[src/rtl/series_mean_dark_subtract_assert.svh]
// ----------------------------------------------------------------------------
// series_mean_dark_subtract assertion macros
// Concurrent checks, clocked on clk and held off during reset.
// ----------------------------------------------------------------------------
`ifndef SERIES_MEAN_DARK_SUBTRACT_ASSERT_SVH
`define SERIES_MEAN_DARK_SUBTRACT_ASSERT_SVH

`ifndef ASSERT_OFF
`define SMDS_ASSERT_IMPLIES(lbl, ante, cons, msg) \
	lbl: assert property (@(posedge clk) disable iff (!arst_n) (ante) |-> (cons)) \
		else $error(msg);
`define SMDS_ASSERT_NEXT(lbl, ante, cons, msg) \
	lbl: assert property (@(posedge clk) disable iff (!arst_n) (ante) |=> (cons)) \
		else $error(msg);
`else
`define SMDS_ASSERT_IMPLIES(lbl, ante, cons, msg)
`define SMDS_ASSERT_NEXT(lbl, ante, cons, msg)
`endif

`endif

[src/rtl/smds_divider.sv]
// ----------------------------------------------------------------------------
// smds_divider
// Restoring divider, one quotient bit per cycle; done pulses once.
// ----------------------------------------------------------------------------
module smds_divider #(
	parameter int NUM_W = 32,
	parameter int DEN_W = 9
) (
	input  logic             clk,
	input  logic             arst_n,
	input  logic             load,
	input  logic [NUM_W-1:0] dividend,
	input  logic [DEN_W-1:0] divisor,
	output logic             done,
	output logic [NUM_W-1:0] quotient
);

	localparam int CNT_W = $clog2(NUM_W + 1);

	logic [NUM_W-1:0] num_q;
	logic [DEN_W-1:0] den_q;
	logic [DEN_W-1:0] rem_q;
	logic [CNT_W-1:0] cnt_q;
	logic             run_q;
	logic             done_q;

	logic [DEN_W:0]   rem_sh;
	logic [DEN_W:0]   rem_sub;
	logic             ge;

	assign rem_sh  = {rem_q, num_q[NUM_W-1]};
	assign rem_sub = rem_sh - {1'b0, den_q};
	assign ge      = (rem_sh >= {1'b0, den_q});

	always_ff @(posedge clk or negedge arst_n) begin
		if (!arst_n) begin
			run_q  <= 1'b0;
			done_q <= 1'b0;
			cnt_q  <= '0;
		end else begin
			done_q <= 1'b0;
			if (load) begin
				run_q <= 1'b1;
				cnt_q <= CNT_W'(NUM_W);
			end else if (run_q) begin
				cnt_q <= cnt_q - 1'b1;
				if (cnt_q == CNT_W'(1)) begin
					run_q  <= 1'b0;
					done_q <= 1'b1;
				end
			end
		end
	end

	always_ff @(posedge clk) begin
		if (load) begin
			num_q <= dividend;
			den_q <= divisor;
			rem_q <= '0;
		end else if (run_q) begin
			rem_q <= ge ? rem_sub[DEN_W-1:0] : rem_sh[DEN_W-1:0];
			num_q <= {num_q[NUM_W-2:0], ge};
		end
	end

	assign done     = done_q;
	assign quotient = num_q;

endmodule

[config.mk]
export PLATFORM = sky130hd
export DESIGN_NAME = smds_divider
export DESIGN_NICKNAME = d
export VERILOG_FILES = /design/src/rtl/series_mean_dark_subtract_assert.svh /design/src/rtl/smds_divider.sv
export SDC_FILE = /design/constraint.sdc
export NUM_CORES = 1
export LEC_CHECK = 0
export BUFFER_PORTS_ARGS = -buffer_cell sky130_fd_sc_hd__buf_2
export CAP_MARGIN = 20
export CORE_MARGIN = 10
export CORE_UTILIZATION = 40
export CTS_CLUSTER_DIAMETER = 150
export DETAILED_ROUTE_END_ITERATION = 8
export PLACE_DENSITY = 0.66
export SLEW_MARGIN = 20
export SYNTH_ARGS = -nofsm -noshare
export SYNTH_HDL_FRONTEND = slang
export SYNTH_SLANG_ARGS = --single-unit
[constraint.sdc]
create_clock -name clk -period 2.5 [get_ports clk]
set_clock_uncertainty 0.2 [all_clocks]
set_input_delay 0.5 -clock clk [delete_from_list [all_inputs] [get_ports clk]]
set_output_delay 0.5 -clock clk [all_outputs]
set_load 0.02 [all_outputs]
; ---- Word-level counts from Yosys, hierarchy flattened
; Cells that the tools add are included.
[totals]
ram_bits = 0
latch_bits = 0
in_bits = 44
romBits = 0
memories = 0
reg_bits = 58
[classes]
addsub = 2
n_eq_ne = 1
mux = 11
div = 0
multipliers = 0
n_bitwise = 0
n_shift = 0
n_lt_le_gt_ge = 1
n_reduce_logical = 1
[op_table]
columns = operator, count
row1 = $mux 32, 2
row2 = $mux 6, 2
row3 = $ge 10x9->1, 1
row4 = $mux 9, 1
row5 = $sub 9x9->9, 1
row6 = $eq 6x1->1 const B, 1
row7 = $mux 1, 6
row8 = $sub 6x1->6 const B, 1
row9 = $reduce_bool 2->1, 1

; ---- Longest topological paths before layout
; Gate-level depths: netlist (run 1).
[depth]
depth_word = 4
mapped_depth = 10
ltp_nobuf = 9

; ---- Worst setup path after synthesis (run 1)
; No wires, ideal clock.
[synth_timing]
path_kind = reg-to-reg
from = reg num_q[31] (netlist: quotient[31])
to = reg num_q[0] (netlist: quotient[0]) (data pin)
setup_time_ns = 0.260
arrival_ns = 2.274
required_ns = 2.040
path_stages_with_launch = 10
path_slack_ns = -0.234
synth_period_minus_slack_ns = 2.734
cell_sequence = edfxtp_1 -> inv_1 -> ha_1 -> inv_1 -> fa_1 -> a211oi_1 -> o31a_1 -> o211ai_4 -> buf_6 -> mux2_2
[synth_via]
elab_chain_cells = 3
[synth_rtl]
columns = element, line
row1 = from (decl), smds_divider.sv:20  ; logic [NUM_W-1:0] num_q;
row2 = from (signal assigned), smds_divider.sv:57  ; num_q <= dividend;
row3 = from (signal assigned), smds_divider.sv:62  ; num_q <= {num_q[NUM_W-2:0], ge};
row4 = $ge 10x9->1, smds_divider.sv:33  ; assign ge = (rem_sh >= {1'b0, den_q});
row5 = $mux 32, smds_divider.sv:60  ; end else if (run_q) begin
row6 = $mux 32, smds_divider.sv:56  ; if (load) begin
; Every way passes these cells. The select of a mux whose other input is x is not followed.
; A chain may end at the register's enable or synchronous reset.

; ---- Worst setup path after layout (run 1)
; Ends and elaborated chain as after synthesis.

==> results of run 1 <==
## power groups by stage
stage	registers (uW)	logic [uW]	clock network, uW
2_1_floorplan	1470	668	0
3_3_place_gp	1390	1040	0
3_5_place_dp	1390	1050	0
4_1_cts	1380	1060	736
5_1_grt	1410	1290	789
6_report	1380	1180	724
## synth_stat cells (all sizes together), types with 3 or more instances
cell type	number
edfxtp	41
mux2	33
inv	16
nor2	14
nand2	13
ha	11
o21ai	10
dfxtp	9
dfrtp	8
a211oi	6
xor2	6
mux2i	5
a21oi	4
clkbuf	4
xnor2	4
buf	3
## timing repair
item	in CTS	in global routing
buffers inserted	0	6
endpoints found under the hold margin	8	0
gates resized for setup	0	11
hold buffers	1	0
endpoints found under the setup margin	0	8
## registers in the layout (all words and copies together), names as in the netlist
| name | count |
|---|---|
| quotient | 32 |
| done | 1 |
| run_q | 1 |
| rem_q | 9 |
| cnt_q | 6 |
| den_q | 9 |
## kinds of logic after synthesis
group,Yosys count
DFF,58
and+or+nand+nor,42
muxes,38
AOI/OAI and AO/OA,32
buffers and inverters,23
adders and majority gates,12
xor gates and xnor gates,10
## worst register-to-register path: stages, from the launching register on
cell      delay (ps)
edfxtp_1         400
inv_2            100
ha_4             140
inv_2             40
fa_2             390
a211oi_2         280
o31a_1           240
o211ai_4         120
buf_6            170
mux2_2           250
## final timing paths
kind                                    from     endpoint
worst max-delay path            quotient[31]  quotient[0]
worst min-delay path              divisor[4]     den_q[4]
worst max register to register  quotient[31]  quotient[0]
worst min register to register      rem_q[8]     rem_q[8]
max in group asynchronous             arst_n     cnt_q[0]
min in group asynchronous             arst_n     cnt_q[5]
## per-stage QoR
| stage | total power [uW] | utilization | TNS, ps | instances |
|---|---|---|---|---|
| after global routing | 3480 | 0.528 | -612 | 408 |
| final | 3280 | 0.528 | -110 | 408 |
| after detailed placement | 2440 | 0.490 | 0 | 385 |
| after CTS | 3170 | 0.515 | 0 | 402 |
| after floorplan | 2140 | - | -85.3 | 215 |
| after global placement | 2430 | 0.490 | 0 | 385 |
## cell usage in the layout (no fill, tap or decap), types with 2 or more instances in the layout
cell      Yosys  layout
o21ai_1       7       6
ha_1         11      10
mux2_2       33      33
buf_12        0       2
inv_2         0       2
mux2i_1       5       4
nand2b_1      2       2
inv_1        16      14
clkbuf_8      0      10
a21o_1        2       2
buf_4         0       6
clkinv_2      0       3
nor3b_1       2       2
xnor2_1       4       4
nor2b_1       2       2
nor2_1       14      14
a21oi_1       4       4
dfrtp_1       8       8
xor2_1        6       6
nand2_1      13      13
nor3_1        2       2
edfxtp_1     41      41
a211oi_2      1       2
buf_6         1       3
dfxtp_1       9       9
buf_2         0      76
o21ai_0       3       3
clkbuf_1      4       2
a211oi_1      5       4
## cell type report
type	count	area, um^2	area share
well taps	96	120	0.0333
multi-input cells	134	1140	0.317
inverters	16	60.1	0.0166
clock buffers	12	145	0.0402
repair buffers	88	509	0.141
clock inverters	4	18.8	0.00520
flip-flops and latches	58	1610	0.447
## routing by layer
layer	GRT usage	vias to the layer above	share of wire
li1	-	971	-
met1	0.137	931	0.44
met2	0.182	66	0.46
met3	0.0527	7	0.088
met4	0.0427	0	0.010
met5	0	-	0
==> results.json, run 1 <==
{
  "synthesis.nets": 271,
  "synth_edf_count": 41,
  "vias": 1975,
  "io_buffers": 76,
  "path_common_cell": "inv_2",
  "io_pins": 77,
  "place_congestion": 0.781,
  "cpLargestDelayFamily": "compound AO/OA/AOI/OAI gates",
  "cts.sinks": 58,
  "cp-start-kind": "flop",
  "wl_per_cell_um": 15.7,
  "crit_buf_inv": 3,
  "crit_cells": 9,
  "peakVddDrop_mv": 0.450,
  "hpwl_um": 4740,
  "max_freq_mhz": 390,
  "placed_cell_area_um2": 3340,
  "synthXorXnorAreaFrac": 0.0311,
  "fillCellCount": 624,
  "p_sw_frac": 0.336,
  "cts_made_buffers": 9,
  "grt.overflow.total": 0,
  "synth_largest_area_cell": "edfxtp_1",
  "die-area_um2": 10800,
  "syn_area_um2": 2820,
  "dr.first_iter.drc_count": 105,
  "seq_area_frac_synth": 0.571,
  "power_density_nw_per_um2": 910,
  "grt_pass1_vias": 2152,
  "cap_viol_max_count": 0,
  "seq_power_share": 0.419,
  "clk_path_buf_depth": 2,
  "via_per_inst": 4.84,
  "rsz0062_at_grt": "yes",
  "crit_chain": "inv_2, ha_4, inv_2, fa_2, a211oi_2, o31a_1, o211ai_4, buf_6, mux2_2",
  "die_w_um": 104,
  "drive_gt1_frac": 0.465,
  "ys.flop_type": "edfxtp_1",
  "slew_violations": 0,
  "ys_warn_count": 0,
  "synth_top_family_by_area": "multiplexers",
  "yosys.area.top_type_share": 0.437,
  "reg2reg_slack_ps": -70,
  "antenna_cells": 0,
  "finalSetupViolations": 3,
  "htree_levels": 3,
  "ys_types": 42,
  "routed_wl_um": 6410,
  "hold_slack_ps": 147,
  "drt_pass1_iterations": 4,
  "antenna_found_initial": 0,
  "synth_compound_area_frac": 0.0847,
  "fin_area_um2": 3610,
  "setup_slack_ps": -65.2,
  "post-route-drc-count": 0,
  "fp.coreArea_um2": 6830,
  "status": "complete, but fails checks",
  "max_stage_delay_ps": 400,
  "crit_path_max_fanout": 5,
  "path_clk_slew_ps": 70,
  "tightest_slew_ps": 532,
  "violations": "negative setup slack",
  "cts_tree": "yes",
  "switchingPower_uw": 1100,
  "grtUsageTotal": 0.117,
  "hold_violations": 0,
  "arrival_ps": 2450,
  "synth-seq-cells": 58,
  "synthToLayoutAreaGrowth_pct": 27.9,
  "root_buffer": "clkbuf_8",
  "relSlewSlack": 0.644,
  "fin_crit_ps": 2570,
  "dieHeight_um": 104,
  "insertion_delay_ps": 320,
  "ant_nets": 0,
  "grt_pass1_wl_um": 10400,
  "ff2ff_path_depth": 9,
  "syn_avg_cell_area_um2": 13.1,
  "holdPathStages": 1,
  "synth_area_leaders": "edfxtp_1 44%, mux2_2 13%, dfrtp_1 7.1%",
  "synthMuxAreaShare": 0.150,
  "cp_slowest_cell": "edfxtp_1",
  "synth_async_sr_flop_share": 0.138,
  "crit_type": "reg -> reg",
  "crit_path_end_kind": "flop",
  "min_path_type": "in -> reg",
  "layout.nets": 363,
  "min_period_over_period": 1.03,
  "combPwrFrac": 0.360,
  "initial_core_util": 0.413,
  "p_clk_frac": 0.221,
  "num_rows": 30,
  "grt_max_degree": 33,
  "synth_cells": 215,
  "power_leakage_uw": 0.00155,
  "synth_fa_ha_area_frac": 0.0559,
  "synthSimpleGateAreaFrac": 0.0741,
  "power.internal_uw": 2180,
  "place_ws_ps": 48.7,
  "cp_data_required_time_ps": 2380
}
No activity file was read; power rests on OpenSTA's default activity.
==> run 2, diff against run 1 <==
--- a/config.mk
+++ b/config.mk
@@ -5,13 +5,14 @@
 export SDC_FILE = /design/constraint.sdc
 export NUM_CORES = 1
 export LEC_CHECK = 0
+export ABC_AREA = 1
 export BUFFER_PORTS_ARGS = -buffer_cell sky130_fd_sc_hd__buf_2
 export CAP_MARGIN = 20
 export CORE_MARGIN = 10
-export CORE_UTILIZATION = 40
+export CORE_UTILIZATION = 47
 export CTS_CLUSTER_DIAMETER = 150
 export DETAILED_ROUTE_END_ITERATION = 8
-export PLACE_DENSITY = 0.66
+export PLACE_DENSITY = 0.75
 export SLEW_MARGIN = 20
 export SYNTH_ARGS = -nofsm -noshare
 export SYNTH_HDL_FRONTEND = slang
==> run 2 against run 1 <==
Compared with the run above: the run now ends clean; via count up 21%; sequential power is 5% lower; sequential share of layout area up 0.31 points; flip-flop and latch count unchanged; critical path depth rose by 4; hold slack worse by 30 ps; total power decreased by 1.6%.
==> results.json, run 2 <==
{
  "die_w_um": 98.8,
  "holdPathStages": 1,
  "power_leakage_uw": 0.00187,
  "status": "completed",
  "cp_data_required_time_ps": 2590,
  "syn_avg_cell_area_um2": 8.77,
  "layout.nets": 469,
  "p_sw_frac": 0.343,
  "grt.overflow.total": 0,
  "power_density_nw_per_um2": 902,
  "fp.coreArea_um2": 5990,
  "cts.sinks": 58,
  "wl_per_cell_um": 14.0,
  "cts_tree": "yes",
  "slew_violations": 0,
  "seq_power_share": 0.404,
  "cp_slowest_cell": "fa_1",
  "dieHeight_um": 98.8,
  "fin_crit_ps": 2210,
  "seq_area_frac_synth": 0.552,
  "path_clk_slew_ps": 80,
  "arrival_ps": 2300,
  "crit_path_max_fanout": 11,
  "power.internal_uw": 2120,
  "synthSimpleGateAreaFrac": 0.298,
  "vias": 2386,
  "synth-seq-cells": 58,
  "antenna_found_initial": 0,
  "min_from": "divisor[0]",
  "fin_setup_tns_ps": 0,
  "grt_pass1_vias": 2399,
  "synth_cells": 333,
  "hold_slack_ps": 117,
  "root_buffer": "clkbuf_8",
  "synth_fa_ha_area_frac": 0.0540,
  "rsz0062_at_grt": "no",
  "crit_path_end_kind": "flop",
  "htree_levels": 3,
  "tightest_slew_ps": 731,
  "drive_gt1_frac": 0.261,
  "cts_made_buffers": 9,
  "crit_chain": "inv_1, ha_1, inv_1, fa_1, nand2_2, nand2_2, nand3_2, nand2_2, nand2_4, nand2_2, nand2_1, nand3_1, nand2_1",
  "synth_top_family_by_area": "simple AND/OR/NAND/NOR gates",
  "yosys-top-cells-count": "153 x nand2_1, 41 x edfxtp_1, 27 x inv_1",
  "power_uw": 3230,
  "synth_largest_area_cell": "edfxtp_1",
  "min_path_type": "in -> reg",
  "rr_startpoint": "quotient[31]",
  "grtUsageTotal": 0.141,
  "io_buffers": 76,
  "synthXorXnorAreaFrac": 0.00899,
  "synthesis.nets": 389,
  "layout_common_cells": "153 x nand2_1, 76 x buf_2, 41 x edfxtp_1",
  "cts_setup_buffers": 0,
  "routed_wl_um": 6890,
  "clk_path_buf_depth": 2,
  "via_per_inst": 4.84,
  "fillCellCount": 531,
  "synth_area_leaders": "edfxtp_1 42%, nand2_1 20%, dfrtp_1 6.9%",
  "combPwrFrac": 0.308,
  "path_common_cell": "nand2_2",
  "relSlewSlack": 0.512,
  "syn_area_um2": 2920,
  "post-route-drc-count": 0,
  "num_rows": 28,
  "grt_max_degree": 38,
  "cpLargestDelayFamily": "simple AND/OR/NAND/NOR gates",
  "initial_core_util": 0.488,
  "max_freq_mhz": 453,
  "drt_pass1_iterations": 4,
  "p_clk_frac": 0.287,
  "final_common_cell": "nand2_1",
  "ys.flop_type": "edfxtp_1",
  "place_congestion": 0.835,
  "largest_reg_flops": 32,
  "whs_endpoint": "den_q[0]",
  "ys_warn_count": 0,
  "insertion_delay_ps": 350,
  "synth_compound_area_frac": 0.0278,
  "cap_viol_max_count": 0,
  "r2r-end": "rem_q[8]",
  "crit_buf_inv": 2,
  "hpwl_um": 5090,
  "ff2ff_path_depth": 13,
  "die-area_um2": 9770,
  "synth_async_sr_flop_share": 0.138,
  "synthToLayoutAreaGrowth_pct": 22.6,
  "crit_type": "reg -> reg",
  "hold_violations": 0,
  "reg2reg_slack_ps": 290,
  "antenna_cells": 0,
  "io_pins": 77,
  "synthMuxAreaShare": 0,
  "cp-start-kind": "flop",
  "switchingPower_uw": 1110,
  "synth_edf_count": 41,
  "peakVddDrop_mv": 0.553,
  "min_period_over_period": 0.882,
  "grt_pass1_wl_um": 11300,
  "ant_nets": 0,
  "dr.first_iter.drc_count": 120,
  "max_stage_delay_ps": 410,
  "finalSetupViolations": 0,
  "yosys.area.top_type_share": 0.421,
  "ys_types": 32,
  "yosysMostFrequentCell": "nand2_1"
}
[run 2: kinds of logic after synthesis]
| logic type | after synthesis |
|---|---|
| AO/OA/AOI/OAI | 15 |
| XOR/XNOR | 3 |
| adder cells (fa/ha/maj) | 12 |
| buffers and inverters | 43 |
| flip-flops | 58 |
| AND/OR/NAND/NOR | 202 |
[run 2: what timing repair did]
item                                   in CTS  in global routing
setup endpoints to repair                   0                  1
gates resized for setup                     0                  1
endpoints found under the hold margin       8                  0
hold buffers                                1                  0
[run 2: per-stage QoR]
step                instance area (um^2)  cells  utilization  worst slack [ps]
floorplan                           2920    333            -               353
global placement                    3360    476        0.561               310
detailed placement                  3360    476        0.561               259
CTS                                 3580    493        0.597               233
global route                        3580    493        0.598              88.0
finish                              3580    493        0.598               294
[run 2: final cells by class]
class	instances	area, um^2	share of cell area
clock buffers	9	124	0.0346
clock inverters	7	83.8	0.0234
inverters	33	124	0.0346
multi-input cells	232	1140	0.318
flip-flops and latches	58	1610	0.450
well taps	75	93.8	0.0262
repair buffers	79	405	0.113
[run 2: power groups by stage]
stage / Clock (uW) / Combinational, uW / Sequential, uW
6_report: 928 / 996 / 1310
3_5_place_dp: 0 / 989 / 1320
3_3_place_gp: 0 / 966 / 1320
5_1_grt: 975 / 1130 / 1330
2_1_floorplan: 0 / 672 / 1380
4_1_cts: 937 / 996 / 1310
[run 2: how the worst max path moves through the flow]
| stage | startpoint | end | slack (ps) | cells past startpoint |
|---|---|---|---|---|
| finish | quotient[31] | rem_q[8] | 290 | 13 |
| floorplan | quotient[31] | quotient[0] | 350 | 11 |
| global route | quotient[31] | rem_q[8] | 90 | 13 |
| global placement | quotient[31] | rem_q[8] | 310 | 13 |
| CTS | quotient[31] | rem_q[8] | 230 | 13 |
| detailed placement | quotient[31] | rem_q[8] | 260 | 13 |
[run 2: per-layer routing]
layer  wire length [um]  share of wire  vias up  global-route usage
met1               3030           0.44     1074               0.170
met3                515          0.075       11              0.0552
li1                   -              -     1231                   -
met4                116          0.017        0              0.0662
met5                  0              0        -                   0
met2               3240           0.47       70               0.215
